<file path="src/rtl/core/tsvf_pkg.sv">
package tsvf_pkg;

  // Register widths and fixed-point formats
  localparam int GAIN_W      = 25;  // g, Q5.20
  localparam int DAMP_W      = 17;  // r, Q1.16
  localparam int SCALE_W     = 25;  // h, Q1.24
  localparam int GAIN_FRAC   = 20;
  localparam int SCALE_FRAC  = 24;
  localparam int DAMP_SHIFT  = GAIN_FRAC - 15;  // r is Q1.16, so 2r in Q.20 is r << 5
  localparam int COEF_W      = 26;  // 2r + g in Q.20
  localparam int LO_W        = 24;  // low half of a split product
  localparam int CFG_DATA_W  = 25;
  localparam int CFG_IDX_W   = 2;

  localparam logic [GAIN_W-1:0]  GAIN_RST  = GAIN_W'(0);
  localparam logic [DAMP_W-1:0]  DAMP_RST  = DAMP_W'(65536);
  localparam logic [SCALE_W-1:0] SCALE_RST = SCALE_W'(16777216);

  typedef enum logic [CFG_IDX_W-1:0] {
    REG_CUTOFF_GAIN    = 2'd0,
    REG_DAMPING        = 2'd1,
    REG_FEEDBACK_SCALE = 2'd2
  } reg_idx_e;

  // Which product the shared multiplier is working on
  typedef enum logic [1:0] {
    PASS_FB = 2'd0,  // s1 * (2r + g)
    PASS_HP = 2'd1,  // acc * h
    PASS_BP = 2'd2,  // hp * g
    PASS_LP = 2'd3   // bp * g
  } pass_e;

  typedef enum logic [10:0] {
    S_IDLE = 11'b000_0000_0001,
    S_LOAD = 11'b000_0000_0010,
    S_MLO  = 11'b000_0000_0100,
    S_MHI  = 11'b000_0000_1000,
    S_ACC  = 11'b000_0001_0000,
    S_HP   = 11'b000_0010_0000,
    S_BP   = 11'b000_0100_0000,
    S_S1   = 11'b000_1000_0000,
    S_LP   = 11'b001_0000_0000,
    S_S2   = 11'b010_0000_0000,
    S_OUT  = 11'b100_0000_0000
  } state_e;

  typedef struct packed {
    logic  load_x;
    logic  load_op;
    logic  mul_lo;
    logic  mul_hi;
    logic  upd_acc;
    logic  upd_hp;
    logic  upd_bp;
    logic  upd_s1;
    logic  upd_lp;
    logic  upd_s2;
    logic  out_load;
    pass_e pass;
  } cmd_t;

  typedef struct packed {
    logic out_busy;
  } status_t;

endpackage

</file>
<file path="src/rtl/core/tsvf_in_if.sv">
interface tsvf_in_if #(
  parameter int SAMPLE_WIDTH = 24
);
  logic                           valid;
  logic                           ready;
  logic signed [SAMPLE_WIDTH-1:0] sample_in;

  modport source (output valid, output sample_in, input ready);
  modport sink   (input valid, input sample_in, output ready);
endinterface

</file>
<file path="src/rtl/core/tsvf_out_if.sv">
interface tsvf_out_if #(
  parameter int SAMPLE_WIDTH = 24
);
  logic                           valid;
  logic                           ready;
  logic signed [SAMPLE_WIDTH-1:0] lowpass_out;
  logic signed [SAMPLE_WIDTH-1:0] bandpass_out;
  logic signed [SAMPLE_WIDTH-1:0] highpass_out;

  modport source (output valid, output lowpass_out, output bandpass_out,
                  output highpass_out, input ready);
  modport sink   (input valid, input lowpass_out, input bandpass_out,
                  input highpass_out, output ready);
endinterface

</file>
<file path="src/rtl/core/tsvf_ctrl.sv">
module tsvf_ctrl import tsvf_pkg::*; (
  input  logic    clk_i,
  input  logic    rst_ni,
  input  logic    in_valid_i,
  output logic    in_ready_o,
  input  status_t status_i,
  output cmd_t    cmd_o
);

  state_e state_q, state_d;
  pass_e  pass_q, pass_d;

  assign in_ready_o = (state_q == S_IDLE);

  always_comb begin
    state_d    = state_q;
    pass_d     = pass_q;
    cmd_o      = '0;
    cmd_o.pass = pass_q;
    unique case (state_q)
      S_IDLE: begin
        if (in_valid_i) begin
          cmd_o.load_x = 1'b1;
          pass_d       = PASS_FB;
          state_d      = S_LOAD;
        end
      end
      S_LOAD: begin
        cmd_o.load_op = 1'b1;
        state_d       = S_MLO;
      end
      S_MLO: begin
        cmd_o.mul_lo = 1'b1;
        state_d      = S_MHI;
      end
      S_MHI: begin
        cmd_o.mul_hi = 1'b1;
        unique case (pass_q)
          PASS_FB: state_d = S_ACC;
          PASS_HP: state_d = S_HP;
          PASS_BP: state_d = S_BP;
          PASS_LP: state_d = S_LP;
          default: state_d = S_IDLE;
        endcase
      end
      S_ACC: begin
        cmd_o.upd_acc = 1'b1;
        pass_d        = PASS_HP;
        state_d       = S_LOAD;
      end
      S_HP: begin
        cmd_o.upd_hp = 1'b1;
        pass_d       = PASS_BP;
        state_d      = S_LOAD;
      end
      S_BP: begin
        cmd_o.upd_bp = 1'b1;
        state_d      = S_S1;
      end
      S_S1: begin
        cmd_o.upd_s1 = 1'b1;
        pass_d       = PASS_LP;
        state_d      = S_LOAD;
      end
      S_LP: begin
        cmd_o.upd_lp = 1'b1;
        state_d      = S_S2;
      end
      S_S2: begin
        cmd_o.upd_s2 = 1'b1;
        state_d      = S_OUT;
      end
      S_OUT: begin
        // wait until the output register is free
        if (!status_i.out_busy) begin
          cmd_o.out_load = 1'b1;
          state_d        = S_IDLE;
        end
      end
      default: state_d = S_IDLE;
    endcase
  end

  always_ff @(posedge clk_i or negedge rst_ni) begin
    if (!rst_ni) begin
      state_q <= S_IDLE;
      pass_q  <= PASS_FB;
    end else begin
      state_q <= state_d;
      pass_q  <= pass_d;
    end
  end

endmodule

</file>
<file path="src/rtl/core/tsvf_datapath.sv">
module tsvf_datapath import tsvf_pkg::*; #(
  parameter int SAMPLE_WIDTH = 24,
  parameter int STATE_WIDTH  = 40
) (
  input  logic                           clk_i,
  input  logic                           rst_ni,
  input  cmd_t                           cmd_i,
  output status_t                        status_o,
  input  logic                           cfg_we_i,
  input  logic [CFG_IDX_W-1:0]           cfg_idx_i,
  input  logic [CFG_DATA_W-1:0]          cfg_data_i,
  input  logic signed [SAMPLE_WIDTH-1:0] sample_i,
  input  logic                           out_ready_i,
  output logic                           out_valid_o,
  output logic signed [SAMPLE_WIDTH-1:0] lowpass_o,
  output logic signed [SAMPLE_WIDTH-1:0] bandpass_o,
  output logic signed [SAMPLE_WIDTH-1:0] highpass_o
);

  // acc = x - s1*(2r+g) - s2 stays below 2^(STATE_WIDTH+6) in magnitude
  localparam int ACC_W = STATE_WIDTH + 7;
  localparam int HI_W  = ACC_W - LO_W;
  localparam int A_W   = (HI_W > LO_W) ? HI_W : LO_W;
  localparam int PW    = ACC_W + COEF_W;
  localparam int R_W   = STATE_WIDTH + 8;
  localparam int R1_W  = R_W + 1;

  function automatic logic signed [STATE_WIDTH-1:0] sat_state(
    input logic signed [R1_W-1:0] v
  );
    logic [R1_W-STATE_WIDTH:0] top;
    top = v[R1_W-1:STATE_WIDTH-1];
    if (top == '0 || top == '1) return v[STATE_WIDTH-1:0];
    else if (v[R1_W-1]) return {1'b1, {(STATE_WIDTH-1){1'b0}}};
    else return {1'b0, {(STATE_WIDTH-1){1'b1}}};
  endfunction

  function automatic logic signed [SAMPLE_WIDTH-1:0] sat_out(
    input logic signed [STATE_WIDTH-1:0] v
  );
    logic [STATE_WIDTH-SAMPLE_WIDTH:0] top;
    top = v[STATE_WIDTH-1:SAMPLE_WIDTH-1];
    if (top == '0 || top == '1) return v[SAMPLE_WIDTH-1:0];
    else if (v[STATE_WIDTH-1]) return {1'b1, {(SAMPLE_WIDTH-1){1'b0}}};
    else return {1'b0, {(SAMPLE_WIDTH-1){1'b1}}};
  endfunction

  logic [GAIN_W-1:0]  cutoff_gain_q;
  logic [DAMP_W-1:0]  damping_q;
  logic [SCALE_W-1:0] feedback_scale_q;
  logic [COEF_W-1:0]  coef_w;

  logic signed [SAMPLE_WIDTH-1:0] x_q;
  logic signed [STATE_WIDTH-1:0]  s1_q, s2_q, hp_q, bp_q, lp_q;
  logic signed [ACC_W-1:0]        acc_q;

  logic signed [ACC_W-1:0] op_src;
  logic [ACC_W-1:0]        mag_q, mag_d;
  logic                    neg_q;
  logic [COEF_W-1:0]       b_q, b_d;
  logic                    scale_q, scale_d;

  logic [A_W-1:0]          mul_a;
  logic [A_W+COEF_W-1:0]   mul_p;
  logic [PW-1:0]           half_w;
  logic [PW-1:0]           pr_q;
  logic [R_W-2:0]          p_w;
  logic signed [R_W-1:0]   r_w;

  logic signed [STATE_WIDTH-1:0] addend;
  logic signed [STATE_WIDTH-1:0] upd_w;
  logic signed [R1_W-1:0]        acc_sum;

  logic                           out_valid_q;
  logic signed [SAMPLE_WIDTH-1:0] lowpass_q, bandpass_q, highpass_q;

  // configuration registers
  always_ff @(posedge clk_i or negedge rst_ni) begin
    if (!rst_ni) begin
      cutoff_gain_q    <= GAIN_RST;
      damping_q        <= DAMP_RST;
      feedback_scale_q <= SCALE_RST;
    end else if (cfg_we_i) begin
      case (cfg_idx_i)
        REG_CUTOFF_GAIN:    cutoff_gain_q    <= cfg_data_i[GAIN_W-1:0];
        REG_DAMPING:        damping_q        <= cfg_data_i[DAMP_W-1:0];
        REG_FEEDBACK_SCALE: feedback_scale_q <= cfg_data_i[SCALE_W-1:0];
        default: ;
      endcase
    end
  end

  assign coef_w = (COEF_W'(damping_q) << DAMP_SHIFT) + COEF_W'(cutoff_gain_q);

  // operand load: sign/magnitude split and coefficient select
  always_comb begin
    unique case (cmd_i.pass)
      PASS_FB: begin
        op_src  = ACC_W'(s1_q);
        b_d     = coef_w;
        scale_d = 1'b0;
      end
      PASS_HP: begin
        op_src  = acc_q;
        b_d     = COEF_W'(feedback_scale_q);
        scale_d = 1'b1;
      end
      PASS_BP: begin
        op_src  = ACC_W'(hp_q);
        b_d     = COEF_W'(cutoff_gain_q);
        scale_d = 1'b0;
      end
      PASS_LP: begin
        op_src  = ACC_W'(bp_q);
        b_d     = COEF_W'(cutoff_gain_q);
        scale_d = 1'b0;
      end
      default: begin
        op_src  = '0;
        b_d     = '0;
        scale_d = 1'b0;
      end
    endcase
    mag_d = op_src[ACC_W-1] ? ACC_W'(-op_src) : op_src;
  end

  // one shared multiplier, low half then high half of the magnitude
  always_comb begin
    if (cmd_i.mul_hi) mul_a = A_W'(mag_q[ACC_W-1:LO_W]);
    else mul_a = A_W'(mag_q[LO_W-1:0]);
  end

  assign mul_p  = mul_a * b_q;
  assign half_w = scale_q ? (PW'(1) << (SCALE_FRAC - 1)) : (PW'(1) << (GAIN_FRAC - 1));

  // round half away from zero on the magnitude, then restore the sign
  assign p_w = scale_q ? pr_q[SCALE_FRAC +: R_W-1] : pr_q[GAIN_FRAC +: R_W-1];
  assign r_w = neg_q ? -$signed({1'b0, p_w}) : $signed({1'b0, p_w});

  always_comb begin
    if (cmd_i.upd_bp) addend = s1_q;
    else if (cmd_i.upd_s1) addend = bp_q;
    else if (cmd_i.upd_lp) addend = s2_q;
    else if (cmd_i.upd_s2) addend = lp_q;
    else addend = '0;
  end

  assign upd_w   = sat_state(R1_W'(r_w) + R1_W'(addend));
  assign acc_sum = R1_W'(x_q) - R1_W'(r_w) - R1_W'(s2_q);

  always_ff @(posedge clk_i) begin
    if (cmd_i.load_x) x_q <= sample_i;
    if (cmd_i.load_op) begin
      mag_q   <= mag_d;
      neg_q   <= op_src[ACC_W-1];
      b_q     <= b_d;
      scale_q <= scale_d;
    end
    if (cmd_i.mul_lo) pr_q <= PW'(mul_p) + half_w;
    else if (cmd_i.mul_hi) pr_q <= pr_q + (PW'(mul_p) << LO_W);
    if (cmd_i.upd_acc) acc_q <= ACC_W'(acc_sum);
    if (cmd_i.upd_hp) hp_q <= upd_w;
    if (cmd_i.upd_bp) bp_q <= upd_w;
    if (cmd_i.upd_lp) lp_q <= upd_w;
    if (cmd_i.out_load) begin
      lowpass_q  <= sat_out(lp_q);
      bandpass_q <= sat_out(bp_q);
      highpass_q <= sat_out(hp_q);
    end
  end

  // integrator states
  always_ff @(posedge clk_i or negedge rst_ni) begin
    if (!rst_ni) begin
      s1_q <= '0;
      s2_q <= '0;
    end else begin
      if (cmd_i.upd_s1) s1_q <= upd_w;
      if (cmd_i.upd_s2) s2_q <= upd_w;
    end
  end

  always_ff @(posedge clk_i or negedge rst_ni) begin
    if (!rst_ni) begin
      out_valid_q <= 1'b0;
    end else if (cmd_i.out_load) begin
      out_valid_q <= 1'b1;
    end else if (out_ready_i) begin
      out_valid_q <= 1'b0;
    end
  end

  assign status_o.out_busy = out_valid_q && !out_ready_i;
  assign out_valid_o       = out_valid_q;
  assign lowpass_o         = lowpass_q;
  assign bandpass_o        = bandpass_q;
  assign highpass_o        = highpass_q;

endmodule

</file>
<file path="src/rtl/core/tpt_state_variable_filter_top.sv">
// Trapezoidal-integrator state variable filter: each request carries one
// signed Q1.23 sample and yields one result with saturated lowpass, bandpass
// and highpass outputs. Software loads g = tan(pi*fc/fs) (Q5.20), the damping
// r (Q1.16) and h = 1/(1+2rg+g*g) (Q1.24) while the filter is idle; both
// integrator states clear at reset. The result becomes valid, and the input
// ready again, in the same cycle once a request has been through every step,
// so a new request is taken only after the last result has been loaded. The
// steps are four dependent products that share one 24x26 multiplier, two
// passes each, plus the add/saturate steps between them.
// The result sits in an output register; a stalled output only holds the
// filter in its final step.
module tpt_state_variable_filter_top import tsvf_pkg::*; #(
  parameter int SAMPLE_WIDTH = 24,
  parameter int STATE_WIDTH  = 40
) (
  input  logic                  clk_i,
  input  logic                  rst_ni,
  tsvf_in_if.sink               sample_ch,
  tsvf_out_if.source            result_ch,
  input  logic                  cfg_we_i,
  input  logic [CFG_IDX_W-1:0]  cfg_idx_i,
  input  logic [CFG_DATA_W-1:0] cfg_data_i
);

  cmd_t    cmd;
  status_t status;

  tsvf_ctrl u_ctrl (
    .clk_i      (clk_i),
    .rst_ni     (rst_ni),
    .in_valid_i (sample_ch.valid),
    .in_ready_o (sample_ch.ready),
    .status_i   (status),
    .cmd_o      (cmd)
  );

  tsvf_datapath #(
    .SAMPLE_WIDTH (SAMPLE_WIDTH),
    .STATE_WIDTH  (STATE_WIDTH)
  ) u_datapath (
    .clk_i       (clk_i),
    .rst_ni      (rst_ni),
    .cmd_i       (cmd),
    .status_o    (status),
    .cfg_we_i    (cfg_we_i),
    .cfg_idx_i   (cfg_idx_i),
    .cfg_data_i  (cfg_data_i),
    .sample_i    (sample_ch.sample_in),
    .out_ready_i (result_ch.ready),
    .out_valid_o (result_ch.valid),
    .lowpass_o   (result_ch.lowpass_out),
    .bandpass_o  (result_ch.bandpass_out),
    .highpass_o  (result_ch.highpass_out)
  );

endmodule

</file>
<file path="src/flat_wrapper.sv">
// flat-port wrapper written by rule: the top's interface ports become plain ports
module tpt_state_variable_filter_top_flat import tsvf_pkg::*;
#(
  parameter int SAMPLE_WIDTH = 24,
  parameter int STATE_WIDTH  = 40
)
  (clk_i, rst_ni, cfg_we_i, cfg_idx_i, cfg_data_i, sample_ch_valid, sample_ch_sample_in, sample_ch_ready, result_ch_valid, result_ch_lowpass_out, result_ch_bandpass_out, result_ch_highpass_out, result_ch_ready);
  tsvf_in_if #(.SAMPLE_WIDTH(SAMPLE_WIDTH)) sample_ch_i ();
  tsvf_out_if #(.SAMPLE_WIDTH(SAMPLE_WIDTH)) result_ch_i ();
  input  logic clk_i;
  input  logic rst_ni;
  input  logic cfg_we_i;
  input  logic [CFG_IDX_W-1:0] cfg_idx_i;
  input  logic [CFG_DATA_W-1:0] cfg_data_i;
  input wire logic [$bits(sample_ch_i.valid)-1:0] sample_ch_valid;
  input wire logic [$bits(sample_ch_i.sample_in)-1:0] sample_ch_sample_in;
  output wire logic [$bits(sample_ch_i.ready)-1:0] sample_ch_ready;
  output wire logic [$bits(result_ch_i.valid)-1:0] result_ch_valid;
  output wire logic [$bits(result_ch_i.lowpass_out)-1:0] result_ch_lowpass_out;
  output wire logic [$bits(result_ch_i.bandpass_out)-1:0] result_ch_bandpass_out;
  output wire logic [$bits(result_ch_i.highpass_out)-1:0] result_ch_highpass_out;
  input wire logic [$bits(result_ch_i.ready)-1:0] result_ch_ready;
  assign sample_ch_i.valid = sample_ch_valid;
  assign sample_ch_i.sample_in = sample_ch_sample_in;
  assign sample_ch_ready = sample_ch_i.ready;
  assign result_ch_valid = result_ch_i.valid;
  assign result_ch_lowpass_out = result_ch_i.lowpass_out;
  assign result_ch_bandpass_out = result_ch_i.bandpass_out;
  assign result_ch_highpass_out = result_ch_i.highpass_out;
  assign result_ch_i.ready = result_ch_ready;
  tpt_state_variable_filter_top #(.SAMPLE_WIDTH(SAMPLE_WIDTH), .STATE_WIDTH(STATE_WIDTH)) u_core (.clk_i(clk_i), .rst_ni(rst_ni), .sample_ch(sample_ch_i), .result_ch(result_ch_i), .cfg_we_i(cfg_we_i), .cfg_idx_i(cfg_idx_i), .cfg_data_i(cfg_data_i));
endmodule
</file>
<file path="config.mk">
export PLATFORM = sky130hd
export DESIGN_NAME = tpt_state_variable_filter_top_flat
export DESIGN_NICKNAME = d
export VERILOG_FILES = /design/src/rtl/core/tsvf_pkg.sv /design/src/rtl/core/tsvf_in_if.sv /design/src/rtl/core/tsvf_out_if.sv /design/src/rtl/core/tsvf_ctrl.sv /design/src/rtl/core/tsvf_datapath.sv /design/src/rtl/core/tpt_state_variable_filter_top.sv /design/src/flat_wrapper.sv
export SDC_FILE = /design/constraint.sdc
export NUM_CORES = 2
export LEC_CHECK = 0
export BUFFER_PORTS_ARGS = -buffer_cell sky130_fd_sc_hd__buf_4
export CORE_MARGIN = 1.5
export CORE_UTILIZATION = 40
export CTS_CLUSTER_SIZE = 30
export DETAILED_ROUTE_END_ITERATION = 8
export PLACE_DENSITY = 0.6
export SLEW_MARGIN = 20
export SYNTH_ARGS = -nofsm -noshare
export SYNTH_HDL_FRONTEND = slang
export SYNTH_SLANG_ARGS = --single-unit
</file>
<file path="constraint.sdc">
create_clock -name clk_i -period 24.9 [get_ports clk_i]
set_clock_uncertainty 0.2 [all_clocks]
set_input_delay 2.49 -clock clk_i [delete_from_list [all_inputs] [get_ports clk_i]]
set_output_delay 2.49 -clock clk_i [all_outputs]
set_load 0.005 [all_outputs]
</file>
==> results.md <==
| Quantity | Value |
| --- | --- |
| Proportion of register bits with asynchronous set or reset after synthesis | 29.3% |
| Top cells by area, synth | edfxtp_1, fa_1, ha_1, dfrtp_1, inv_1 |
| Share of post-route cells with drive strength above 1 | 9.12% |
| Actual slew at the worst max-slew pin | 1.02 ns |
| Worst hold path class | flop to flop |
| Shortest period the worst path allows | 11.16 ns |
| Wire per inst | 22.7 µm |
| Most numerous cell types in the synthesized netlist | inv_1, nand2_1, fa_1 |
| Post-cts gate resize count | 0 |
| First-pass iteration count of the detailed router | 5 |
| Detailed Place HPWL | 131 mm |
| GRT Residual Overflow | 0 |
| Count of flip-flops with a built-in enable after synthesis | 389 |
| Antenna violations before repair | 9 |
| Horiz. Die Dim | 376 µm |
| Delay of the slowest critical-path stage | 0.73 ns |
| Vertical die dimension | 376 µm |
| Most prevalent standard cell on the critical path | fa_1 |
| Mapped Avg Cell Area | 9.65 µm² |
| Number of H-tree levels | 2 |
| Arr. time, crit path | 11.32 ns |
| Status | finished clean |
| Starting density of the core | 40.3% |
| Setup CP Type | flop to flop |
| Total routing resource utilization after global routing | 24.6% |
| Share of the synthesized area in the top cell type | 21.0% |
| Yosys Warn Count | 0 |
| Post-synthesis cell type with the largest combined area | edfxtp_1 |
| Via count of the first global-routing pass | 43.6k |
| Main flop type after synthesis | edfxtp_1 |
| Final GP Congestion | 0.943 |
| NumNets Final | 6738 |
| Remaining DRCs | 0 |
| Share of the yosys chip area belonging to registers | 28.3% |
| Count of distinct cell types in the synthesized netlist | 108 |
| Final slew viol count | 0 |
| Clock latency reported for the late side of the worst-skew pair | 0.67 ns |
| Worst-case headroom to the max-slew limit | 31.7% |
| Count leader, synth | inv_1 |
| TritonCTS clock tree | yes |
| Hold buffer count at cts | 0 |
| Final period util | 44.8% |
| Required time at the worst-slack endpoint | 25.06 ns |
| Clock buffer count from CTS | 55 |
| Number of post-CTS setup repair buffers | 0 |
| Largest net degree at the start of global routing | 73 |
| Net Count, Synth | 6725 |
| Synthesized netlist cell count | 5753 |
| Maximum clock insertion buffer count | 3 |
| Fill cells | 13.2k |
| Final-report setup violation count | 0 |
| Number of buffers inserted by port buffering | 129 |
| CTS Root Buffer Type | clkbuf_16 |
| Achievable Freq | 89.6 MHz |
| FF-to-FF setup slack | 13.74 ns |
| CTS clock-pin slew for the worst setup and hold paths | 0.07 ns |
| Remaining antenna violation count after routing | 0 |
| Critical Path Start Type | flop |
| Unrepaired setup endpoints after global routing | no |
| Combined area of all synthesized cells | 55500 µm² |
| Sinks on Clock Net | 550 |
| Area inside the core boundary | 138000 µm² |
| Avg Vias per Cell | 5.59 |
| Hold Violations, Final | 0 |
| Num ports | 130 |
| Number of DRC markers after the initial detailed-route iteration | 3655 |
| Setup TNS after final layout | 0 ns |
| CP endpoint kind | flop |
| Area growth from synthesis to final layout | 8.88% |
| Std cell rows | 136 |
| DIE AREA | 141000 µm² |
| Via count | 42.5k |
| CP max stage cell | mux2_2 |
| Crit-path max FO | 29 |
| Synthesis-stage register bit count | 550 |
| Total wirelength of the detailed-routed design | 173 mm |
| Count of max-cap constraint violations | 0 |
| First-pass GRT wire length | 266 mm |
-- worst max-delay path: cells and delay by family (launching register included) --
family	cells	cell delay [ns]
compound gates	8	2.20
buf+inv	6	0.56
fa+ha+maj	9	4.37
simple gates	10	1.82
flops	1	0.44
xor+xnor	2	0.51
mux	1	0.73
-- routing by layer --
| layer | vias to the layer above | GRT usage [%] | wire [µm] |
|---|---|---|---|
| li1 | 19200 | - | - |
| met1 | 21400 | 33.8 | 73600 |
| met2 | 1590 | 39.6 | 80000 |
| met3 | 309 | 3.81 | 12700 |
| met4 | 2 | 8.33 | 6290 |
| met5 | - | 0 | 13 |
-- sequential cells by signal (all words and copies together) (netlist names), 17 cells and up --
register and flops:
u_core.u_datapath.acc_q 47, u_core.u_datapath.s1_q 40, u_core.u_datapath.damping_q 17, u_core.u_datapath.b_q 26
u_core.u_datapath.cutoff_gain_q 25, u_core.u_datapath.bp_q 40, u_core.u_datapath.s2_q 40, u_core.u_datapath.lp_q 40
u_core.u_datapath.x_q 24, u_core.u_datapath.highpass_o 24, u_core.u_datapath.lowpass_o 24, u_core.u_datapath.hp_q 40
u_core.u_datapath.mag_q 47, u_core.u_datapath.feedback_scale_q 25, u_core.u_datapath.bandpass_o 24, u_core.u_datapath.pr_q 51
-- final timing paths --
| path | from | endpoint | cells past startpoint |
|---|---|---|---|
| worst max register to register | u_core.u_ctrl.state_q[2] | u_core.u_datapath.pr_q[69] | 36 |
| worst max-delay path | u_core.u_ctrl.state_q[2] | u_core.u_datapath.pr_q[69] | 36 |
| max in group asynchronous | rst_ni | u_core.u_ctrl.pass_q[1] | 3 |
| worst min register to register | u_core.u_datapath.feedback_scale_q[13] | u_core.u_datapath.feedback_scale_q[13] | 1 |
| worst min-delay path | u_core.u_datapath.feedback_scale_q[13] | u_core.u_datapath.feedback_scale_q[13] | 1 |
| min in group asynchronous | rst_ni | u_core.u_datapath.feedback_scale_q[12] | 1 |
-- metrics by stage --
step                hold slack, ns  setup slack, ns  cells  area [µm²]  util, %
global placement             0.287            13.89   7503       58400     42.4
detailed placement           0.293            13.82   7503       58400     42.4
CTS                          0.308            13.74   7606       60400     43.9
finish                       0.306            13.74   7611       60400     43.9
floorplan                    0.266            14.83   5753       55500        -
global route                 0.312            12.75   7607       60400     43.9
-- cells by family (layout without fill, tap and decap cells) --
family / Yosys count / count (layout) / share of synthesized area [%]
DFF: 550 / 550 / 28.3
other: 0 / 5 / 0
muxes: 187 / 187 / 4.49
and+or+nand+nor: 1728 / 1728 / 15.2
AOI/OAI and AO/OA: 1032 / 1032 / 11.7
buffers and inverters: 1056 / 1115 / 7.30
xor gates and xnor gates: 284 / 284 / 4.51
adders and majority gates: 916 / 916 / 28.4
-- final cells by class --
class	count	area [µm²]	area share (%)
Clock inverter	39	543	0.898
Clock buffer	64	1490	2.47
Tap cell	1794	2240	3.71
Inverter	805	3020	5.00
Multi-Input combinational cell	4147	35800	59.3
Sequential cell	550	15700	26.0
Antenna cell	5	12.5	0.0207
Timing Repair Buffer	207	1560	2.58
-- placed cells by master (no fill, tap or decap), types with 51 or more instances in the layout --
cell,synthesis,routed
nor3_1,73,73
inv_1,804,802
fa_1,575,575
buf_4,7,206
nand4_1,51,51
mux2_2,102,102
nor2b_1,102,101
ha_1,341,341
a21oi_1,345,345
o21ai_0,199,199
xnor2_1,148,148
nand3_1,64,64
xor2_1,134,134
and2_1,247,247
a22oi_1,67,67
a21o_1,131,131
edfxtp_1,389,389
nor2_1,311,311
dfrtp_1,158,156
clkbuf_16,0,57
nand2_1,652,651
Power is not shown: default switching activity piles up to over one toggle a cycle in this logic, so the estimate is an artifact.
